File: src/rtl/si_pkg.sv
// Shared constants for the segment intersection block.
// No dependencies; used by every module of the block.
package si_pkg;

  localparam int unsigned COORD_BITS_DEF = 16;
  localparam int unsigned FRAC_BITS_DEF  = 16;

  localparam int unsigned FIELD_W     = 16;
  localparam int unsigned NUM_FIELDS  = 8;
  localparam int unsigned IN_TDATA_W  = FIELD_W * NUM_FIELDS;
  localparam int unsigned PARAM_W     = 16;
  localparam int unsigned OUT_TDATA_W = 24;

endpackage

File: src/rtl/si_div_cell.sv
// One restoring-division step: yields one fraction bit and the partial
// remainder for the next cell. Depends on si_pkg.
module si_div_cell
  import si_pkg::*;
#(
  parameter int unsigned NW = 2 * COORD_BITS_DEF + 3
) (
  input  logic               clk_i,
  input  logic               rst_ni,
  input  logic               valid_i,
  output logic               ready_o,
  input  logic               hit_i,
  input  logic [NW-1:0]      rem_i,
  input  logic [NW-1:0]      den_i,
  input  logic [PARAM_W-1:0] quo_i,
  output logic               valid_o,
  input  logic               ready_i,
  output logic               hit_o,
  output logic [NW-1:0]      rem_o,
  output logic [NW-1:0]      den_o,
  output logic [PARAM_W-1:0] quo_o
);

  logic               valid_q;
  logic               hit_q;
  logic [NW-1:0]      rem_q, den_q, rem_d, rem2;
  logic [PARAM_W-1:0] quo_q, quo_d;
  logic               bit_d;

  assign ready_o = !valid_q || ready_i;

  always_comb begin
    rem2  = {rem_i[NW-2:0], 1'b0};
    bit_d = (rem2 >= den_i);
    rem_d = bit_d ? rem2 - den_i : rem2;
    quo_d = {quo_i[PARAM_W-2:0], bit_d};
  end

  always_ff @(posedge clk_i or negedge rst_ni) begin
    if (!rst_ni) begin
      valid_q <= 1'b0;
    end else if (ready_o) begin
      valid_q <= valid_i;
    end
  end

  always_ff @(posedge clk_i) begin
    if (ready_o && valid_i) begin
      hit_q <= hit_i;
      rem_q <= rem_d;
      den_q <= den_i;
      quo_q <= quo_d;
    end
  end

  assign valid_o = valid_q;
  assign hit_o   = hit_q;
  assign rem_o   = rem_q;
  assign den_o   = den_q;
  assign quo_o   = quo_q;

endmodule
File: config.mk
export PLATFORM = sky130hd
export DESIGN_NAME = si_div_cell
export DESIGN_NICKNAME = d
export VERILOG_FILES = /design/src/rtl/si_pkg.sv /design/src/rtl/si_div_cell.sv
export SDC_FILE = /design/constraint.sdc
export NUM_CORES = 1
export LEC_CHECK = 0
export BUFFER_PORTS_ARGS = -buffer_cell sky130_fd_sc_hd__buf_2
export CORE_ASPECT_RATIO = 1.25
export CORE_MARGIN = 8
export CORE_UTILIZATION = 51
export DETAILED_ROUTE_END_ITERATION = 16
export PLACE_DENSITY = 0.81
export SYNTH_ARGS = -nofsm -noshare
export SYNTH_HDL_FRONTEND = slang
export SYNTH_SLANG_ARGS = --single-unit
File: constraint.sdc
create_clock -name clk_i -period 4 [get_ports clk_i]
set_clock_uncertainty 0.05 [all_clocks]
set_input_delay 1.2 -clock clk_i [delete_from_list [all_inputs] [get_ports clk_i]]
set_output_delay 1.2 -clock clk_i [all_outputs]
set_load 0.02 [all_outputs]
==> run_results.csv, run 1 <==
group,metric,value,unit
critical_path,worst_path_largest_cell_delay,440,ps
sta,fin_crit_sh,94.1,%
critical_path,startpoint,"den_i[0]",
power_and_ir_drop,p_comb_share,27.3,%
cells_and_area,drive_gt1_share,35.9,%
cells_and_area,final_cell_mix,"buf_2, edfxtp_1, a21oi_1",
critical_path,critPathSlowestCell,"fa_1",
grt,grt-ovfl-total,0,
clock_network,clk_pin_slew,70,ps
synthesis,ys_ff_latch,88,
critical_path,critical_path.max_fanout,4,
floorplanning,dieHeight,128,um
sta,setup_ws,235,ps
worst_hold_path,hold_end,"valid_o",
floorplanning,rows,41,
power_and_ir_drop,p_int,1900,uW
power_and_ir_drop,total_power,2690,uW
placement,dp_hpwl,11.1,mm
critical_path,critPathTopFamily,"compound AO/OA/AOI/OAI gates",
sta,tightest_slew,479,ps
critical_path,required,4030,ps
clock_network,cts-buffers-inserted,9,
clock_network,cts_tree,"done",
cells_and_area,antenna-diode-count,0,
grt,grt_antenna_before_repair,0,
route,vias,4362,
grt,grt_max_degree,55,
sta,setup_violations,0,
sta,max_slew_margin,68.0,%
power_and_ir_drop,leakagePower,0.00307,uW
synthesis,synth-edff-count,87,
sta,hold_viol_final,0,
sta,setup_tns,0,ps
route,first_pass_iters,4,
power_and_ir_drop,clkPwrFrac,31.0,%
synthesis,yosys_warnings,0,
clock_network,clockBufferDepth,2,
clock_network,hold_buffers,0,
synthesis,synth.distinct_cells,54,
synthesis,syn_nets,604,
synthesis,ys_seq_area_share,51.2,%
route,wire_per_inst,16.6,um
outcome,status,"complete, no violations",
clock_network,cts_setup_buffers,0,
placement,pre_cts_ws,-135,ps
sta,slew_viol_final,0,
power_and_ir_drop,p_sw_share,29.2,%
clock_network,clk_latency,330,ps
clock_network,cts-resized-gates,0,
floorplanning,initial_core_util,51.8,%
critical_path,cp.arrival,3790,ps
critical_path,rrSetupSlack,2300,ps
floorplanning,fp.dieW,106,um
placement,place_congestion,0.930,
floorplanning,die_area,0.0136,mm2
critical_path,critPathLaunchType,"primary input",
job,drv_cap,0,
clock_network,cts.sinks,88,
critical_path,timing.rr.end,"rem_o[14]",
critical_path,rr_startpoint,"valid_o",
sta,rsz0062_at_grt,"no",
power_and_ir_drop,worst_ir_drop_vdd,0.000191,V
synthesis,syn_avg_cell_area,10.8,um2
synthesis,syn_area,0.00515,mm2
cells_and_area,fin_nets,816,
grt,grt_pass1_wl,21.8,mm
power_and_ir_drop,power_density,397,mW/mm2
cells_and_area,utilization,68.0,%
synthesis,synth-async-reset-ratio,1.14,%
cells_and_area,final_common_cell,"buf_2",
power_and_ir_drop,switchingPower,784,uW
critical_path,r2r_cells,3,
cells_and_area,fillers,788,
floorplanning,core-area,0.00995,mm2
route,postRouteAntennaNets,0,
worst_hold_path,hp-start,"valid_o",
worst_hold_path,min_path_cells,2,
synthesis,postSynthCellCount,477,
clock_network,cts_max_level,3,
sta,min_period,3770,ps
placement,port_buffers,177,
power_and_ir_drop,p_seq_share,41.7,%
sta,max_freq,266,MHz
grt,grt_pass1_vias,4469,
floorplanning,design.portCount,180,
synthesis,ys_dominant_reg_cell,"edfxtp_1",
critical_path,cp_num_buf_inv,3,
route,drtIter0Drc,216,
worst_hold_path,hold_path_class,"reg2reg",
critical_path,crit_chain,"buf_2, inv_1, fa_1, a21o_1, a221o_1, buf_4, a31oi_1, o21ai_1, a21boi_0, o21ai_0, xnor2_1, a21oi_1",
critical_path,path_class,"in2reg",
clock_network,cts_root_buffer,"clkbuf_16",
critical_path,end_kind,"flop",
route,via_per_inst,5.30,
route,drc_errors,0,
grt,grt_usage,19.8,%
cells_and_area,area_growth,31.3,%
route,totalWireLength,13.7,mm
[sequential cells by signal (all words and copies together) (netlist names)]
name     count
rem_o       35
den_o       35
valid_o      1
hit_o        1
quo_o       16
[cells by family after synthesis]
| family | after synthesis | share of synthesized area (%) |
|---|---|---|
| buffers and inverters | 64 | 5.42 |
| DFF | 88 | 51.2 |
| and+or+nand+nor | 107 | 9.91 |
| muxes | 10 | 2.26 |
| AOI/OAI and AO/OA | 139 | 16.7 |
| adders and majority gates | 36 | 8.89 |
| xor gates and xnor gates | 33 | 5.61 |
[worst register-to-register path: stages, from the launching register on]
cell,delay [ps]
dfrtp_1,380
nand2b_1,120
and2_4,470
buf_12,330
[layout make-up]
cell class	count	area, um2	area share [%]
clock buffer	9	225	3.33
clock inverter	7	70.1	1.04
inverter	42	158	2.33
multi-input combinational	325	2240	33.2
sequential	88	2640	39.0
tap	129	161	2.39
timing repair buffer	223	1270	18.8
[how the worst max path moves through the flow]
stage,endpoint,slack [ps],cells past startpoint
6_report,rem_o[22],230,12
5_1_grt,rem_o[22],30,12
4_1_cts,rem_o[30],220,11
3_5_place_dp,rem_o[30],-130,11
3_3_place_gp,rem_o[29],-80,13
2_1_floorplan,rem_o[30],320,11
[per-stage QoR]
| stage | area [um2] | hold WS (ps) | instances |
|---|---|---|---|
| finish | 6770 | 518 | 823 |
| global route | 6770 | 559 | 823 |
| CTS | 6770 | 524 | 823 |
| detailed placement | 6470 | 508 | 807 |
| global placement | 6470 | 459 | 807 |
| floorplan | 5150 | 732 | 477 |
[power by group through the flow]
stage / registers (uW) / clock network (uW) / logic [uW]
finish: 1120 / 832 / 734
global route: 1130 / 884 / 806
CTS: 1120 / 846 / 737
detailed placement: 1140 / 0 / 732
global placement: 1140 / 0 / 721
floorplan: 1230 / 0 / 376
[cell usage after synthesis, types with 3 or more instances]
master / count / area share (%)
mux2_1: 6 / 1.3
a41oi_1: 4 / 0.68
nand2_1: 25 / 1.8
a21oi_1: 61 / 5.9
nand3_1: 4 / 0.39
o21ai_0: 18 / 1.7
and4_1: 3 / 0.51
inv_1: 42 / 3.1
a211oi_1: 3 / 0.44
nand4b_1: 3 / 0.51
buf_4: 3 / 0.44
a31oi_1: 6 / 0.73
clkbuf_1: 15 / 1.1
o21a_1: 3 / 0.44
a21o_1: 17 / 2.5
and2_1: 4 / 0.49
nor2_1: 43 / 3.1
edfxtp_1: 87 / 51
ha_1: 35 / 8.5
or3_1: 3 / 0.36
xor2_1: 10 / 1.7
nand2b_1: 4 / 0.49
mux2_2: 3 / 0.66
nand4_1: 10 / 1.2
xnor2_1: 23 / 3.9
o21bai_1: 6 / 0.87
[metal layers]
metal | vias up | global-route usage [%] | part of all wire [%]
li1 | 2163 | - | -
met1 | 2017 | 23.2 | 42
met2 | 165 | 34.2 | 49
met3 | 17 | 5.40 | 7.2
met4 | 0 | 6.72 | 1.7
met5 | - | 0 | 0
Power figures use the tool's default switching activity.
==> inputs of run 2 (changes only) <==
--- a/config.mk
+++ b/config.mk
@@ -5,12 +5,14 @@
 export SDC_FILE = /design/constraint.sdc
 export NUM_CORES = 1
 export LEC_CHECK = 0
+export ABC_CLOCK_PERIOD_IN_PS = 4000
 export BUFFER_PORTS_ARGS = -buffer_cell sky130_fd_sc_hd__buf_2
 export CORE_ASPECT_RATIO = 1.25
 export CORE_MARGIN = 8
-export CORE_UTILIZATION = 51
+export CORE_UTILIZATION = 52
+export CTS_BUF_LIST = sky130_fd_sc_hd__clkbuf_4 sky130_fd_sc_hd__clkbuf_8
 export DETAILED_ROUTE_END_ITERATION = 16
-export PLACE_DENSITY = 0.81
+export PLACE_DENSITY = 0.83
 export SYNTH_ARGS = -nofsm -noshare
 export SYNTH_HDL_FRONTEND = slang
 export SYNTH_SLANG_ARGS = --single-unit
==> run 2 against run 1 <==
Effect of this change: critical path depth stayed put; worst hold slack worse by 6.7 ps; utilization is 0.24 points higher; largest cell class unchanged.
==> run_results.csv, run 2 (synthesis results as in run 1) <==
group,metric,value,unit
outcome,status,"complete, no violations",
route,wire_per_inst,16.6,um
clock_network,cts_tree,"done",
clock_network,cts_root_buffer,"clkbuf_8",
critical_path,cp.arrival,3830,ps
power_and_ir_drop,p_seq_share,46.9,%
critical_path,end_kind,"flop",
cells_and_area,multi_input_area,0.00224,mm2
floorplanning,initial_core_util,53.6,%
floorplanning,rows,40,
floorplanning,design.portCount,180,
clock_network,cts_max_level,3,
cells_and_area,final_common_cell,"buf_2",
cells_and_area,final_cell_mix,"buf_2, edfxtp_1, a21oi_1",
clock_network,cts_setup_buffers,0,
critical_path,required,4070,ps
route,first_pass_iters,5,
route,postRouteAntennaNets,0,
critical_path,path_class,"in2reg",
grt,grt_usage,19.9,%
grt,grt_pass1_wl,21.7,mm
route,totalWireLength,13.4,mm
floorplanning,core-area,0.00961,mm2
sta,setup_violations,0,
placement,place_congestion,0.938,
placement,port_buffers,177,
critical_path,critPathLaunchType,"primary input",
power_and_ir_drop,switchingPower,756,uW
sta,slew_viol_final,0,
placement,dp_hpwl,10.8,mm
power_and_ir_drop,clkPwrFrac,23.1,%
grt,grt_pass1_vias,4621,
clock_network,cts.sinks,88,
clock_network,clk_pin_slew,90,ps
route,drc_errors,0,
floorplanning,die_area,0.0134,mm2
sta,tightest_slew,491,ps
power_and_ir_drop,power_density,364,mW/mm2
power_and_ir_drop,p_int,1630,uW
sta,hold_viol_final,0,
clock_network,cts-buffers-inserted,9,
floorplanning,dieHeight,127,um
sta,max_freq,266,MHz
route,via_per_inst,5.44,
sta,min_period,3760,ps
cells_and_area,fillers,784,
cells_and_area,ff_latch_area,0.00264,mm2
power_and_ir_drop,total_power,2380,uW
cells_and_area,antenna-diode-count,0,
clock_network,cts-resized-gates,0,
grt,grt_antenna_before_repair,0,
grt,grt_max_degree,54,
sta,max_slew_margin,67.3,%
critical_path,critical_path.max_fanout,4,
cells_and_area,fin_nets,805,
power_and_ir_drop,worst_ir_drop_vdd,0.000179,V
floorplanning,fp.dieW,105,um
clock_network,clockBufferDepth,2,
power_and_ir_drop,p_sw_share,31.7,%
power_and_ir_drop,leakagePower,0.00296,uW
job,drv_cap,0,
route,vias,4405,
power_and_ir_drop,p_comb_share,30.0,%
cells_and_area,utilization,68.2,%
route,drtIter0Drc,187,
cells_and_area,area_growth,27.3,%
clock_network,clk_latency,360,ps
cells_and_area,drive_gt1_share,34.8,%
sta,setup_tns,0,ps
grt,grt-ovfl-total,0,
sta,rsz0062_at_grt,"no",
clock_network,hold_buffers,0,
sta,finalHoldWorstSlack,511,ps
sta,fin_crit_sh,94.1,%
worst_hold_path,hold_path_class,"reg2reg",
## run 2: layout make-up
cell class	count	share of cell area, %
flip-flops and latches	88	40.2
multi-input cells	325	34.2
inverters	42	2.41
clock buffers	9	1.89
repair buffers	212	18.1
clock inverters	7	0.725
well taps	126	2.41
## run 2: worst paths after layout
| path | from | endpoint | slack, ps | depth (start not counted) |
|---|---|---|---|---|
| max | den_i[0] | rem_o[22] | 240 | 12 |
| min | valid_o | valid_o | 510 | 2 |
| max reg2reg | valid_o | rem_o[19] | 2290 | 3 |
| min reg2reg | valid_o | valid_o | 510 | 2 |
| max in group asynchronous | rst_ni | valid_o | 3280 | 1 |
| min in group asynchronous | rst_ni | valid_o | 540 | 1 |
## run 2: metal layers
metal / GRT usage, % / share of wire [%] / up-vias
li1: - / - / 2146
met1: 21.4 / 39 / 2060
met2: 35.3 / 51 / 178
met3: 6.44 / 8.3 / 21
met4: 8.00 / 2.1 / 0
met5: 0 / 0 / -
## run 2: metrics by stage
step	std cells	cell area (um2)	setup WS, ps
final	809	6560	236
after global routing	809	6560	113
after CTS	809	6560	357
after detailed placement	793	6380	-26.8
after global placement	793	6380	-38.3
after floorplan	477	5150	321
## run 2: worst max-delay path, stage by stage
cell and delay [ps]:
buf_2 110, inv_1 70, fa_1 420, a21o_1 210, a221o_1 390, buf_4 160, a31oi_1 290, o21ai_1 160
a21boi_0 360, o21ai_0 190, xnor2_1 170, a21oi_1 80
## run 2: power by group through the flow
stage               logic (uW)  registers, uW  clock network (uW)
floorplan                  376           1230                   0
global placement           699           1140                   0
detailed placement         712           1140                   0
CTS                        716           1120                 567
global route               785           1120                 603
finish                     715           1120                 551
==> inputs of run 3 (changes only) <==
--- a/config.mk
+++ b/config.mk
@@ -13,6 +13,7 @@
 export CTS_BUF_LIST = sky130_fd_sc_hd__clkbuf_4 sky130_fd_sc_hd__clkbuf_8
 export DETAILED_ROUTE_END_ITERATION = 16
 export PLACE_DENSITY = 0.83
+export REMOVE_ABC_BUFFERS = 1
 export SYNTH_ARGS = -nofsm -noshare
 export SYNTH_HDL_FRONTEND = slang
 export SYNTH_SLANG_ARGS = --single-unit
==> run 3 against run 2 <==
Effect of this change: non-clock buffer count decreased by 1; register-to-register slack got worse by 100 ps; via count up 1.2%; highest routed layer unchanged; combinational power grew 0.8%; critical path type unchanged; worst hold slack gained 24 ps; sequential share of layout area down 0.16 points; sequential power barely moved; flip-flop and latch count unchanged; power rose by 4.1%.
==> run_results.csv, run 3 (synthesis results as in run 1) <==
group,metric,value,unit
power_and_ir_drop,worst_ir_drop_vdd,0.000195,V
clock_network,cts_max_level,3,
floorplanning,dieHeight,127,um
critical_path,required,4080,ps
route,first_pass_iters,5,
route,drc_errors,0,
power_and_ir_drop,p_comb_share,29.0,%
cells_and_area,ff_latch_area,0.00264,mm2
grt,grt_max_degree,48,
sta,max_slew_margin,62.2,%
power_and_ir_drop,switchingPower,770,uW
clock_network,clk_pin_slew,90,ps
route,wire_per_inst,17.7,um
cells_and_area,final_common_cell,"buf_2",
sta,max_freq,266,MHz
floorplanning,initial_core_util,53.6,%
route,totalWireLength,14.3,mm
placement,place_congestion,0.902,
floorplanning,design.portCount,180,
grt,grt-ovfl-total,0,
cells_and_area,fillers,765,
floorplanning,die_area,0.0134,mm2
cells_and_area,fin_nets,804,
clock_network,cts-resized-gates,0,
power_and_ir_drop,leakagePower,0.00297,uW
critical_path,critPathLaunchType,"primary input",
critical_path,crit_end,"rem_o[22]",
sta,rsz0062_at_grt,"no",
power_and_ir_drop,power_density,377,mW/mm2
outcome,status,"complete, no violations",
cells_and_area,drive_gt1_share,34.9,%
sta,min_period,3770,ps
power_and_ir_drop,p_int,1710,uW
critical_path,startpoint,"rem_i[0]",
floorplanning,core-area,0.00961,mm2
route,via_per_inst,5.52,
cells_and_area,area_growth,27.8,%
sta,slew_viol_final,0,
route,postRouteAntennaNets,0,
power_and_ir_drop,total_power,2480,uW
placement,port_buffers,177,
cells_and_area,final_cell_mix,"buf_2, edfxtp_1, a21oi_1",
critical_path,critical_path.max_fanout,3,
placement,dpl.cell_count,792,
worst_hold_path,hold_path_class,"in2async",
clock_network,clk_latency,370,ps
critical_path,path_class,"in2reg",
grt,grt_usage,21.5,%
job,drv_cap,0,
cells_and_area,layout.cells.non_filler,808,
grt,grt_pass1_wl,23.1,mm
sta,tightest_slew,568,ps
sta,fin_crit_sh,94.1,%
clock_network,cts-buffers-inserted,9,
route,drtIter0Drc,225,
sta,hold_viol_final,0,
critical_path,cp.arrival,3840,ps
cells_and_area,multi_input_area,0.00224,mm2
critical_path,rr_startpoint,"valid_o",
power_and_ir_drop,p_seq_share,45.1,%
sta,setup_violations,0,
critical_path,r2r_cells,3,
power_and_ir_drop,clkPwrFrac,25.8,%
critical_path,timing.rr.end,"rem_o[20]",
cells_and_area,antenna-diode-count,0,
route,vias,4458,
clock_network,cts_tree,"done",
clock_network,clockBufferDepth,2,
clock_network,cts_root_buffer,"clkbuf_8",
clock_network,cts_setup_buffers,0,
power_and_ir_drop,p_sw_share,31.0,%
floorplanning,fp.dieW,105,um
clock_network,cts.sinks,88,
placement,dp_hpwl,11.3,mm
clock_network,hold_buffers,0,
grt,grt_pass1_vias,4683,
critical_path,end_kind,"flop",
grt,grt_antenna_before_repair,0,
floorplanning,rows,40,
critical_path,rrSetupSlack,2190,ps
-- run 3: cell type report --
class                      instances  share of cell area (%)
clock inverter                     6                    1.03
clock buffer                      10                    2.09
multi-input combinational        325                    34.1
tap                              126                    2.40
timing repair buffer             211                    17.9
sequential                        88                    40.1
inverter                          42                    2.40
-- run 3: how the worst min path moves through the flow --
stage | start | to | cells past startpoint
floorplan | valid_o | valid_o | 2
global placement | valid_o | valid_o | 2
detailed placement | valid_o | valid_o | 2
CTS | rst_ni | valid_o | 1
global route | rst_ni | valid_o | 1
finish | rst_ni | valid_o | 1
-- run 3: power by group through the flow --
stage	Combinational, uW	Sequential [uW]	Clock, uW
final	721	1120	641
after global routing	791	1130	683
after CTS	722	1120	647
after detailed placement	715	1140	0
after global placement	699	1140	0
after floorplan	362	1230	0
-- run 3: worst max-delay path, stage by stage --
cell,delay [ps]
buf_2,120
fa_1,470
a21o_1,220
a221o_1,380
buf_4,150
a31oi_1,290
o21ai_1,170
a21boi_0,360
o21ai_0,200
xnor2_1,190
a21oi_1,80
-- run 3: routing by layer --
| layer | vias up | part of all wire [%] | GRT usage [%] |
|---|---|---|---|
| li1 | 2156 | - | - |
| met1 | 2096 | 37 | 22.8 |
| met2 | 189 | 55 | 40.4 |
| met3 | 17 | 6.4 | 4.83 |
| met4 | 0 | 1.9 | 7.74 |
| met5 | - | 0 | 0 |
-- run 3: stage by stage --
step | setup WS [ps] | hold WS, ps | setup TNS (ps) | util [%] | area (um2)
after floorplan | -358 | 733 | -8420 | - | 5030
after global placement | -40.5 | 455 | -74.1 | 66.4 | 6380
final | 235 | 535 | 0 | 68.5 | 6580
after detailed placement | -86.7 | 478 | -197 | 66.4 | 6380
after global routing | 71.1 | 523 | 0 | 68.5 | 6580
after CTS | 282 | 525 | 0 | 68.5 | 6580
